===== src/dppt_pkg.sv =====
package dppt_pkg;

    // default sizes of the stores
    localparam int INDEX_ENTRIES_DEF = 256;
    localparam int PACKAGE_SLOTS_DEF = 32;
    localparam int FOOTPRINT_MAX_DEF = 64;

    // field widths
    localparam int REQ_W       = 2;
    localparam int TXID_W      = 256;
    localparam int POS_W       = 32;
    localparam int KEY_W       = TXID_W + POS_W;
    localparam int WEIGHT_W    = 32;
    localparam int VALUE_W     = 48;
    localparam int SEQ_W       = 64;
    localparam int TOTAL_W     = 40;
    localparam int EVICT_W     = 32;
    localparam int PKG_COUNT_W = 6;
    localparam int STATUS_W    = 3;
    localparam int IN_DATA_W   = 368;
    localparam int OUT_DATA_W  = 160;

    localparam logic [TOTAL_W-1:0] MAX_WEIGHT_RST = 40'd4000000;

    // request kinds
    localparam logic [REQ_W-1:0] REQ_PARK   = 2'd0;
    localparam logic [REQ_W-1:0] REQ_REMOVE = 2'd1;
    localparam logic [REQ_W-1:0] REQ_FIND   = 2'd2;

    typedef enum logic [STATUS_W-1:0] {
        ST_DONE      = 3'd0,
        ST_CONFLICT  = 3'd1,
        ST_NOT_FOUND = 3'd2,
        ST_CAPACITY  = 3'd3,
        ST_STAGED    = 3'd4
    } t_status;

    // datapath operations
    typedef enum logic [4:0] {
        OP_NONE,
        OP_LOAD,
        OP_ILOOK,
        OP_CONF,
        OP_SLOOK,
        OP_STAGE,
        OP_FREESLOT,
        OP_ALLOC,
        OP_INS_RD,
        OP_INS,
        OP_VSCAN,
        OP_VTAKE,
        OP_SREAD,
        OP_SGOT,
        OP_DROP,
        OP_DROP_END,
        OP_FINISH
    } t_op;

    typedef struct packed {
        t_op     op;
        logic    clr;
        t_status status;
    } t_cmd;

    typedef struct packed {
        logic [REQ_W-1:0] rq;
        logic             last;
        logic             hit;
        logic             scan_end;
        logic             conflict;
        logic             overflow;
        logic             idx_room;
        logic             slot_end;
        logic             ins_wrote;
        logic             k_last;
        logic             over_cap;
        logic             best_ok;
        logic             out_free;
    } t_stat;

endpackage


===== src/dppt_ctrl.sv =====
module dppt_ctrl (
    input  logic           i_clk,
    input  logic           i_rst_n,
    input  logic           i_in_valid,
    output logic           o_in_ready,
    input  dppt_pkg::t_stat i_stat,
    output dppt_pkg::t_cmd  o_cmd
);
    import dppt_pkg::*;

    typedef enum logic [4:0] {
        S_IDLE,
        S_ILOOK,
        S_CONF,
        S_SLOOK,
        S_STAGE,
        S_COMMIT,
        S_FREESLOT,
        S_ALLOC,
        S_INS_RD,
        S_INS,
        S_EVCHK,
        S_VSCAN,
        S_VTAKE,
        S_DROP,
        S_DROP_END,
        S_SREAD,
        S_SGOT,
        S_DONE
    } t_state;

    t_state  r_state, n_state;
    t_status r_status, n_status;
    logic    rq_known;

    assign rq_known = (i_stat.rq == REQ_PARK) || (i_stat.rq == REQ_REMOVE) ||
                      (i_stat.rq == REQ_FIND);

    // next state and command
    always_comb begin
        n_state      = r_state;
        n_status     = r_status;
        o_cmd.op     = OP_NONE;
        o_cmd.clr    = 1'b0;
        o_cmd.status = r_status;
        unique case (r_state)
            S_IDLE: begin
                if (i_in_valid) begin
                    o_cmd.op  = OP_LOAD;
                    o_cmd.clr = 1'b1;
                    n_state   = S_ILOOK;
                end
            end
            S_ILOOK: begin
                o_cmd.op = OP_ILOOK;
                if (!rq_known) begin
                    n_status = ST_NOT_FOUND;
                    n_state  = S_DONE;
                end else if (i_stat.hit || i_stat.scan_end) begin
                    if (i_stat.rq == REQ_PARK) begin
                        n_state = S_CONF;
                    end else if (i_stat.hit) begin
                        n_state = S_SREAD;
                    end else begin
                        n_status = ST_NOT_FOUND;
                        n_state  = S_DONE;
                    end
                end
            end
            S_CONF: begin
                o_cmd.op  = OP_CONF;
                o_cmd.clr = 1'b1;
                n_state   = S_SLOOK;
            end
            S_SLOOK: begin
                o_cmd.op = OP_SLOOK;
                if (i_stat.hit || i_stat.scan_end) begin
                    n_state = S_STAGE;
                end
            end
            S_STAGE: begin
                o_cmd.op = OP_STAGE;
                if (i_stat.last) begin
                    n_state = S_COMMIT;
                end else begin
                    n_status = ST_STAGED;
                    n_state  = S_DONE;
                end
            end
            S_COMMIT: begin
                o_cmd.clr = 1'b1;
                if (i_stat.conflict) begin
                    n_status = ST_CONFLICT;
                    n_state  = S_DONE;
                end else if (i_stat.overflow || !i_stat.idx_room) begin
                    n_status = ST_CAPACITY;
                    n_state  = S_DONE;
                end else begin
                    n_state = S_FREESLOT;
                end
            end
            S_FREESLOT: begin
                o_cmd.op = OP_FREESLOT;
                if (i_stat.hit) begin
                    n_state = S_ALLOC;
                end else if (i_stat.slot_end) begin
                    n_status = ST_CAPACITY;
                    n_state  = S_DONE;
                end
            end
            S_ALLOC: begin
                o_cmd.op  = OP_ALLOC;
                o_cmd.clr = 1'b1;
                n_state   = S_INS_RD;
            end
            S_INS_RD: begin
                o_cmd.op = OP_INS_RD;
                n_state  = S_INS;
            end
            S_INS: begin
                o_cmd.op = OP_INS;
                if (i_stat.ins_wrote) begin
                    n_state = i_stat.k_last ? S_EVCHK : S_INS_RD;
                end
            end
            S_EVCHK: begin
                o_cmd.clr = 1'b1;
                if (i_stat.over_cap) begin
                    n_state = S_VSCAN;
                end else begin
                    n_status = ST_DONE;
                    n_state  = S_DONE;
                end
            end
            S_VSCAN: begin
                o_cmd.op = OP_VSCAN;
                if (i_stat.scan_end) begin
                    n_state = S_VTAKE;
                end
            end
            S_VTAKE: begin
                if (i_stat.best_ok) begin
                    o_cmd.op  = OP_VTAKE;
                    o_cmd.clr = 1'b1;
                    n_state   = S_DROP;
                end else begin
                    n_status = ST_DONE;
                    n_state  = S_DONE;
                end
            end
            S_DROP: begin
                o_cmd.op = OP_DROP;
                if (i_stat.scan_end) begin
                    n_state = S_DROP_END;
                end
            end
            S_DROP_END: begin
                o_cmd.op = OP_DROP_END;
                if (i_stat.rq == REQ_PARK) begin
                    n_state = S_EVCHK;
                end else begin
                    n_status = ST_DONE;
                    n_state  = S_DONE;
                end
            end
            S_SREAD: begin
                o_cmd.op = OP_SREAD;
                n_state  = S_SGOT;
            end
            S_SGOT: begin
                o_cmd.op = OP_SGOT;
                if (i_stat.rq == REQ_FIND) begin
                    n_status = ST_DONE;
                    n_state  = S_DONE;
                end else begin
                    o_cmd.clr = 1'b1;
                    n_state   = S_DROP;
                end
            end
            S_DONE: begin
                if (i_stat.out_free) begin
                    o_cmd.op = OP_FINISH;
                    n_state  = S_IDLE;
                end
            end
            default: begin
                n_state = S_IDLE;
            end
        endcase
    end

    // state and result code
    always_ff @(posedge i_clk) begin
        if (!i_rst_n) begin
            r_state  <= S_IDLE;
            r_status <= ST_DONE;
        end else begin
            r_state  <= n_state;
            r_status <= n_status;
        end
    end

    assign o_in_ready = (r_state == S_IDLE);

endmodule


===== config.mk =====
export PLATFORM = sky130hd
export DESIGN_NAME = dppt_ctrl
export DESIGN_NICKNAME = d
export VERILOG_FILES = /design/src/dppt_pkg.sv /design/src/dppt_ctrl.sv
export SDC_FILE = /design/constraint.sdc
export NUM_CORES = 1
export LEC_CHECK = 0
export BUFFER_PORTS_ARGS = -buffer_cell sky130_fd_sc_hd__buf_2
export CORE_ASPECT_RATIO = 1.5
export CORE_UTILIZATION = 50
export CTS_BUF_LIST = sky130_fd_sc_hd__clkbuf_8
export DETAILED_ROUTE_END_ITERATION = 8
export PLACE_DENSITY = 0.78
export SLEW_MARGIN = 20
export SYNTH_ARGS = -nofsm -noshare
export SYNTH_HDL_FRONTEND = slang
export SYNTH_SLANG_ARGS = --single-unit

===== constraint.sdc =====
create_clock -name i_clk -period 1.69 [get_ports i_clk]
set_input_delay 0.2535 -clock i_clk [delete_from_list [all_inputs] [get_ports i_clk]]
set_output_delay 0.2535 -clock i_clk [all_outputs]
set_load 0.1 [all_outputs]

==> results.md, run 1 <==
* Syn avg cell area at 6.51 sq um
* CTS max path bufs at 2
* Stage reached: global routing (5_1_grt)
* Gr ovfl total at 23
* Tool error: [ERROR GRT-0116] Global routing finished with congestion. Check the congestion regions in the DRC Viewer.
* Syn Nets at 192
* Status: did not finish
* Post-Place Worst Slack at -0.245 ns
* Synth Warn # at 0
* Post-Syn Area at 1140 sq um
* Synth area leader: dfxtp_1
* Synth top area share at 14.1%
* RD Place Congestion at 1.12
* Vias in the first global route at 2,392
* Post-detail-place hpwl at 3600 um
* Syn Inst Count at 175
* Seq/Total Area, Yosys at 14.1%
* Gr usage total at 73.1%
* Most common cell in the netlist: a21oi_1
* Flops & latches, synth at 8
* Die Wd at 41.0 um
* EDFF count, synth at 0
* Row Count at 20
* Main flop type after synthesis: dfxtp_1
* Chip Height at 60.4 um
* Clock Tree Root: clkbuf_8
* Wire length of the first global-routing pass at 12,400 um
* Async set or reset register ratio after synthesis at 0%
* PortBufs at 26
* CTS Hold Bufs at 0
* Ranking of synthesized cells by area: dfxtp_1, a21oi_1, nand2_1
* Largest net degree at the start of global routing at 14
* List of most frequent post-synthesis cells: a21oi_1, nand2_1, o21ai_0
* CTS buffer count at 3
* Clk sinks at 8
* IO Count at 27
* Cell variety after synth at 50
* Initial Utilization at 54.8%
* H-tree Lvls at 1
repair_timing:
item | CTS
buffers inserted | 6
gates resized for setup | 32
pin swaps | 7
gates cloned | 1
endpoints found under the setup margin | 15
metrics by stage:
stage | instances | util [%] | hold WS, ns | area (sq um)
CTS | 263 | 96.3 | 0.353 | 2000
detailed placement | 252 | 86.9 | 0.455 | 1800
global placement | 252 | 86.9 | 0.440 | 1800
floorplan | 175 | - | 0.429 | 1330
logic make-up after synthesis:
kind of cell,Yosys count,synth area share (%)
XOR/XNOR,1,0.769
adder cells (fa/ha/maj),1,0.879
buffers and inverters,21,9.23
AND/OR/NAND/NOR,85,41.6
multiplexers,2,1.76
AO/OA/AOI/OAI,57,31.7
flip-flops,8,14.1
layer usage:
metal	overflow	track usage, %
met5	0	0
met4	10	80.0
met3	0	50.5
met2	13	91.3
met1	0	72.0
==> run 2: changes to the inputs <==
--- a/config.mk
+++ b/config.mk
@@ -6,11 +6,10 @@
 export NUM_CORES = 1
 export LEC_CHECK = 0
 export BUFFER_PORTS_ARGS = -buffer_cell sky130_fd_sc_hd__buf_2
-export CORE_ASPECT_RATIO = 1.5
-export CORE_UTILIZATION = 50
-export CTS_BUF_LIST = sky130_fd_sc_hd__clkbuf_8
+export CORE_AREA = 2 2 63 65
 export DETAILED_ROUTE_END_ITERATION = 8
-export PLACE_DENSITY = 0.78
+export DIE_AREA = 0 0 65 67
+export PLACE_DENSITY_LB_ADDON = 0.15
 export SLEW_MARGIN = 20
 export SYNTH_ARGS = -nofsm -noshare
 export SYNTH_HDL_FRONTEND = slang
==> constraint.sdc (replaced) <==
create_clock -name i_clk -period 2.2 [get_ports i_clk]
set_input_delay 0.33 -clock i_clk [delete_from_list [all_inputs] [get_ports i_clk]]
set_output_delay 0.33 -clock i_clk [all_outputs]
set_load 0.1 [all_outputs]
==> run 2 against run 1 <==
Compared with the run above:
- the flow now finishes without violations
- synthesized area unchanged
- synthesized cell count unchanged
==> results.md, run 2 <==
* Status: finished, final reports clean (was did not finish)
* RSZ-0062 raised after global routing: no
* Synth top area share at 14.1% (unchanged)
* Ranking of synthesized cells by area: dfxtp_1, a21oi_1, nand2_1 (unchanged)
* List of most frequent post-synthesis cells: a21oi_1, nand2_1, o21ai_0 (unchanged)
* RD Place Congestion at 1.01 (was 1.12)
* Final Skew at 0.00281 ns
* CP bufs+invs at 2
* Main combinational cell family by area after synthesis: simple AND/OR/NAND/NOR gates (unchanged)
* Reg2Reg Setup Slack at 0.27 ns
* Row Count at 22 (was 20)
* Main flop type after synthesis: dfxtp_1 (unchanged)
* Pins Over Slew Limit at 0
* R2R Path Start: r_state[2]
* WP data arrival at 1.73 ns
* Gr ovfl total at 0
* CTS tree: yes
* RR Endpoint: r_status[1]
* Fin crit period at 2.06 ns
* CP Data Required Time at 1.87 ns
* Async set or reset register ratio after synthesis at 0% (unchanged)
* Total negative setup slack at 0 ns
* Worst hold start: i_rst_n
* Cell variety after synth at 50 (unchanged)
* Core area at 3610 sq um
* Synth Warn # at 0 (unchanged)
* Critical Path End Type: primary output
* Setup ws final at 0.143 ns
* Kind of cell adding the most delay to the critical path: flip-flops
* Largest net degree at the start of global routing at 27
* Initial antenna violation count at 0
* Syn Inst Count at 175 (unchanged)
* Gr usage total at 19.3%
* R2R cell count at 7
* Most common cell in the netlist: a21oi_1 (unchanged)
* Worst hold stages at 2
* Worst setup path category: reg -> out
* Fmax at 486 MHz
* Vias in the first global route at 1,397
* Adder-cell share of the synthesized area at 0.879% (unchanged)
* PortBufs at 26 (unchanged)
* P&R area growth vs syn at 43.8%
* Final Hold Viols at 0
* Regs by FF count: r_state x5, r_status x3
* Fin crit share at 93.5%
* Synth area leader: dfxtp_1 (unchanged)
* Clk sinks at 8 (unchanged)
* Syn Nets at 192 (unchanged)
* Detailed Route WL at 4070 um
* Startpoint type of the worst setup path: flip-flop
* WHS Endpoint: r_state[3]
* Starting DRT DRC Count at 79
* WL/cell at 16.0 um
* Max-slew headroom at 66.5%
* Die Wd at 65 um (was 41.0 um)
* Vias/cell at 5.70
* # DRC at 0
* Chip Height at 67 um (was 60.4 um)
* Initial Utilization at 31.6% (was 54.8%)
* N_diodes at 0
* Max incr delay on CP at 0.42 ns
* Max reg flops at 5
* Setup-failing EPs final at 0
* Post-Synth Simple-Gate Area at 41.6% (unchanged)
* Post-detail-place hpwl at 3180 um (was 3600 um)
* Routed via count at 1,453
* Wire length of the first global-routing pass at 6620 um
* Clock Tree Root: clkbuf_8 (unchanged)
* H-tree Lvls at 1 (unchanged)
* Clock-pin slew on the worst setup and hold paths at 0.04 ns
* Tightest Pin Transition at 0.498 ns
* Skew-Pair Late Insertion Delay at 0.22 ns
* Mux cell area share after synthesis at 1.76% (unchanged)
* EDFF count, synth at 0 (unchanged)
* Nets at 225
* Crit-path cells: or2b_1 > nand4_1 > a21oi_1 > a21oi_2 > buf_4 > o221ai_4 > buf_12
* Post-Place Worst Slack at 0.239 ns (was -0.245 ns)
* CTS max path bufs at 2 (unchanged)
* Slowest CP cell: dfxtp_4
* Worst Hold Class: in -> reg
* Most frequent cells in the layout: a21oi_1, nand2_1, buf_2
* XOR/XNOR Fraction of Synth Area at 0.769% (unchanged)
* Post-route ant nets at 0
* Drt first pass iters at 4
* Die ar. at 4360 sq um
* IO Count at 27 (unchanged)
* Share of cells above drive strength 1 at 34.8%
* CTS Hold Bufs at 0 (unchanged)
* Worst-path fanout max at 15
* Max-cap violation count at 0
* Flops & latches, synth at 8 (unchanged)
* Syn avg cell area at 6.51 sq um (unchanged)
* Compound-Gate Fraction of Synth Area at 31.6% (unchanged)
* Post-Syn Area at 1140 sq um (unchanged)
* Seq/Total Area, Yosys at 14.1% (unchanged)
* CTS buffer count at 3 (unchanged)
* Reg with most FFs: r_state
==> run 2: through the flow <==
stage | cells | util [%] | hold WS (ns) | area [sq um]
after floorplan | 175 | - | 0.505 | 1260
after global placement | 250 | 43.4 | 0.443 | 1570
after detailed placement | 250 | 43.4 | 0.461 | 1570
after CTS | 254 | 44.7 | 0.434 | 1610
after global routing | 255 | 45.4 | 0.459 | 1640
final | 255 | 45.4 | 0.432 | 1640
==> run 2: kinds of logic (layout without fill, tap and decap cells) <==
| group | after synthesis | count (layout) |
|---|---|---|
| simple gates | 85 | 85 |
| fa+ha+maj | 1 | 1 |
| compound gates | 57 | 57 |
| xor+xnor | 1 | 1 |
| buf+inv | 21 | 53 |
| flops | 8 | 8 |
| mux | 2 | 2 |
==> run 2: cell type report <==
| class | instances | area, sq um |
|---|---|---|
| clock buffer | 4 | 45.0 |
| fill | 393 | 1970 |
| inverter | 5 | 21.3 |
| multi-input combinational | 146 | 965 |
| sequential | 8 | 173 |
| tap | 48 | 60.1 |
| timing repair buffer | 44 | 374 |
==> run 2: what timing repair did <==
action / in CTS / in global routing
buffers inserted: 0 / 1
hold endpoints to repair: 0 / 0
setup endpoints to repair: 0 / 4
gates resized for setup: 0 / 6
==> run 2: worst max path at each step <==
stage,startpoint,to,cells past startpoint
floorplan,r_state[0],o_cmd[5],5
global placement,r_state[1],o_cmd[3],6
detailed placement,r_state[3],r_status[1],6
CTS,r_state[0],o_cmd[3],7
global route,r_state[2],o_cmd[4],7
finish,r_state[0],o_cmd[3],7
==> run 2: metal layers <==
metal,GRT usage (%),vias up,wire length [um]
met4,5.85,0,61
li1,-,709,-
met3,3.04,6,168
met2,33.5,46,2040
met1,24.4,692,1800
met5,0,-,0
Power of run 2 is left out: the tool's default activity adds up to more than one toggle a clock period on the data nets, which glitch-free logic cannot reach.
==> run 3: changes to the inputs <==
--- a/config.mk
+++ b/config.mk
@@ -5,10 +5,10 @@
 export SDC_FILE = /design/constraint.sdc
 export NUM_CORES = 1
 export LEC_CHECK = 0
-export BUFFER_PORTS_ARGS = -buffer_cell sky130_fd_sc_hd__buf_2
 export CORE_AREA = 2 2 63 65
 export DETAILED_ROUTE_END_ITERATION = 8
 export DIE_AREA = 0 0 65 67
+export DONT_BUFFER_PORTS = 1
 export PLACE_DENSITY_LB_ADDON = 0.15
 export SLEW_MARGIN = 20
 export SYNTH_ARGS = -nofsm -noshare
==> constraint.sdc (replaced) <==
create_clock -name i_clk -period 2.2 [get_ports i_clk]
set_input_delay 0.11 -clock i_clk [delete_from_list [all_inputs] [get_ports i_clk]]
set_output_delay 0.11 -clock i_clk [all_outputs]
set_load 0.1 [all_outputs]
==> run 3 against run 2 <==
Compared with the run above:
- global-route usage increased by 0.064 points
- cell count down 6.3%
- die area stayed put
- critical path depth increased by 1
- sequential share of layout area increased by 0.52 points
- worst hold slack worse by 0.42 ns
- non-clock buffer count fell by 15
- via count down 6.0%
- maximum frequency is 1.7% lower
- clock skew shrank 0.0015 ns
- design area fell by 9.5%
- critical path type unchanged
- critical endpoint is now o_cmd[4]
- highest routed layer unchanged
==> results.md, run 3 (synthesized netlist as in run 2, its figures left out) <==
* Max-cap violation count at 0 (unchanged)
* Met1 Use GR at 27.0% (was 24.4%)
* Most frequent cells in the layout: buf_4, a21oi_1, nand2_1 (was a21oi_1, nand2_1, buf_2)
* N_diodes at 0 (unchanged)
* Filler cell count at 388 (was 393)
* Die Wd at 65 um (unchanged)
* Initial Utilization at 31.6% (unchanged)
* CTS max path bufs at 2 (unchanged)
* CTS tree: yes (unchanged)
* Worst hold start: i_rst_n (unchanged)
* P&R area growth vs syn at 30.1% (was 43.8%)
* Setup ws final at 0.108 ns (was 0.143 ns)
* Final Skew at 0.00133 ns (was 0.00281 ns)
* Gr busiest metal: met2 (unchanged)
* Critical Path End Type: primary output (unchanged)
* Clock-pin slew on the worst setup and hold paths at 0.04 ns (about the same)
* Worst hold stages at 2 (unchanged)
* Clock Tree Root: clkbuf_8 (unchanged)
* WHS Endpoint: r_state[4] (was r_state[3])
* Total negative setup slack at 0 ns (unchanged)
* Drt first pass iters at 4 (unchanged)
* R2R Path Start: r_state[1] (was r_state[2])
* Vias/cell at 5.72 (was 5.70)
* Max-slew headroom at 57.8% (was 66.5%)
* Met2 usage at 31.3% (was 33.5%)
* Post-Place Worst Slack at 0.205 ns (was 0.239 ns)
* PortBufs at 0 (was 26)
* # DRC at 0 (unchanged)
* Routed via count at 1,366 (was 1,453)
* Gr ovfl total at 0 (unchanged)
* Fin crit share at 95.1% (was 93.5%)
* Die ar. at 4360 sq um (unchanged)
* Setup-failing EPs final at 0 (unchanged)
* Gr usage total at 19.4% (was 19.3%)
* WP data arrival at 1.98 ns (was 1.73 ns)
* Most common cell after layout, fill and taps aside: buf_4
* Worst Hold Class: in -> reg (unchanged)
* Post-detail-place hpwl at 3110 um (was 3180 um)
* Nets at 210 (was 225)
* Final Hold Slack at 0.00993 ns (was 0.432 ns)
* Fin crit period at 2.09 ns (was 2.06 ns)
* Post-route ant nets at 0 (unchanged)
* CP Data Required Time at 2.09 ns (was 1.87 ns)
* Fmax at 478 MHz (was 486 MHz)
* Initial antenna violation count at 0 (unchanged)
* Row Count at 22 (unchanged)
* Max reg flops at 5 (unchanged)
* Final Hold Viols at 0 (unchanged)
* H-tree Lvls at 1 (unchanged)
* CTS buffer count at 3 (unchanged)
* Setup bufs post-CTS at 0 (unchanged)
* Tightest Pin Transition at 0.629 ns (was 0.498 ns)
* RSZ-0062 raised after global routing: no (unchanged)
* Starting DRT DRC Count at 79 (unchanged)
* CTS Hold Bufs at 0 (unchanged)
* Pins Over Slew Limit at 0 (unchanged)
* Grt met3 use at 2.20% (was 3.04%)
* Worst-path fanout max at 12 (was 15)
* Status: finished, final reports clean (unchanged)
* Largest net degree at the start of global routing at 18 (was 27)
* RR Endpoint: r_status[0] (was r_status[1])
* Core area at 3610 sq um (unchanged)
* Startpoint type of the worst setup path: flip-flop (unchanged)
* RD Place Congestion at 0.876 (was 1.01)
* Worst setup path category: reg -> out (unchanged)
* Reg2Reg Setup Slack at 0.20 ns (was 0.27 ns)
* Register area at 164 sq um (was 173 sq um)
* Chip Height at 67 um (unchanged)
* Clk sinks at 8 (unchanged)
* Regs by FF count: r_state x5, r_status x3 (unchanged)
* R2R cell count at 7 (unchanged)
* WL/cell at 16.1 um (was 16.0 um)
* Reg with most FFs: r_state (unchanged)
* Share of cells above drive strength 1 at 25.7% (was 34.8%)
* Vias in the first global route at 1,312 (was 1,397)
* Wire length of the first global-routing pass at 6610 um (was 6620 um)
* Multi-input logic area at 913 sq um (was 965 sq um)
* Skew-Pair Late Insertion Delay at 0.22 ns (about the same)
* Detailed Route WL at 3860 um (was 4070 um)
* IO Count at 27 (unchanged)
## run 3: cell types whose count changed in the layout (fill, tap and decap cells not counted), sizes merged
cell    delta
clkbuf     -1
buf       -15
## run 3: final cells by class
cell class	instances	share of cell area, %
clock buffers	3	2.79
inverters	5	1.27
multi-input cells	146	61.7
flip-flops and latches	8	11.1
well taps	48	4.05
repair buffers	29	19.2
## run 3: critical path, cell delays in order (launching register included)
cell      delay [ns]
dfxtp_2         0.36
buf_4           0.19
or2b_1          0.26
nand4_1         0.10
a21oi_1         0.07
a21oi_1         0.25
o21ai_0         0.14
nand2b_2        0.21
buf_12          0.17
## run 3: worst max-delay path by stage
stage	slack, ns	cells after the start	start	end
after global routing	0.003	6	r_state[1]	o_cmd[4]
final	0.11	8	r_state[2]	o_cmd[4]
after global placement	0.23	8	r_state[3]	r_status[0]
after CTS	0.04	8	r_state[2]	o_cmd[4]
after detailed placement	0.21	7	r_state[3]	r_status[1]
after floorplan	-0.29	6	r_state[3]	o_cmd[5]
## run 3: metal layers
layer  routed length (um)  up-vias  share of wire [%]
met5                    0        -                  0
met4                   42        0                1.1
met3                  227        7                5.9
met2                 1800       59                 47
met1                 1790      619                 46
li1                     -      681                  -
## run 3: per-stage QoR
step,std cells,area (sq um),util (%)
after floorplan,175,1180,-
after global placement,236,1430,39.7
after detailed placement,236,1430,39.7
after CTS,239,1480,40.9
after global routing,239,1480,41.1
final,239,1480,41.1
## run 3: what timing repair did
item	in CTS	in global routing
gates resized for setup	1	3
cloned	0	0
endpoints found under the setup margin	1	2
Power of run 3 is left out for the same reason.
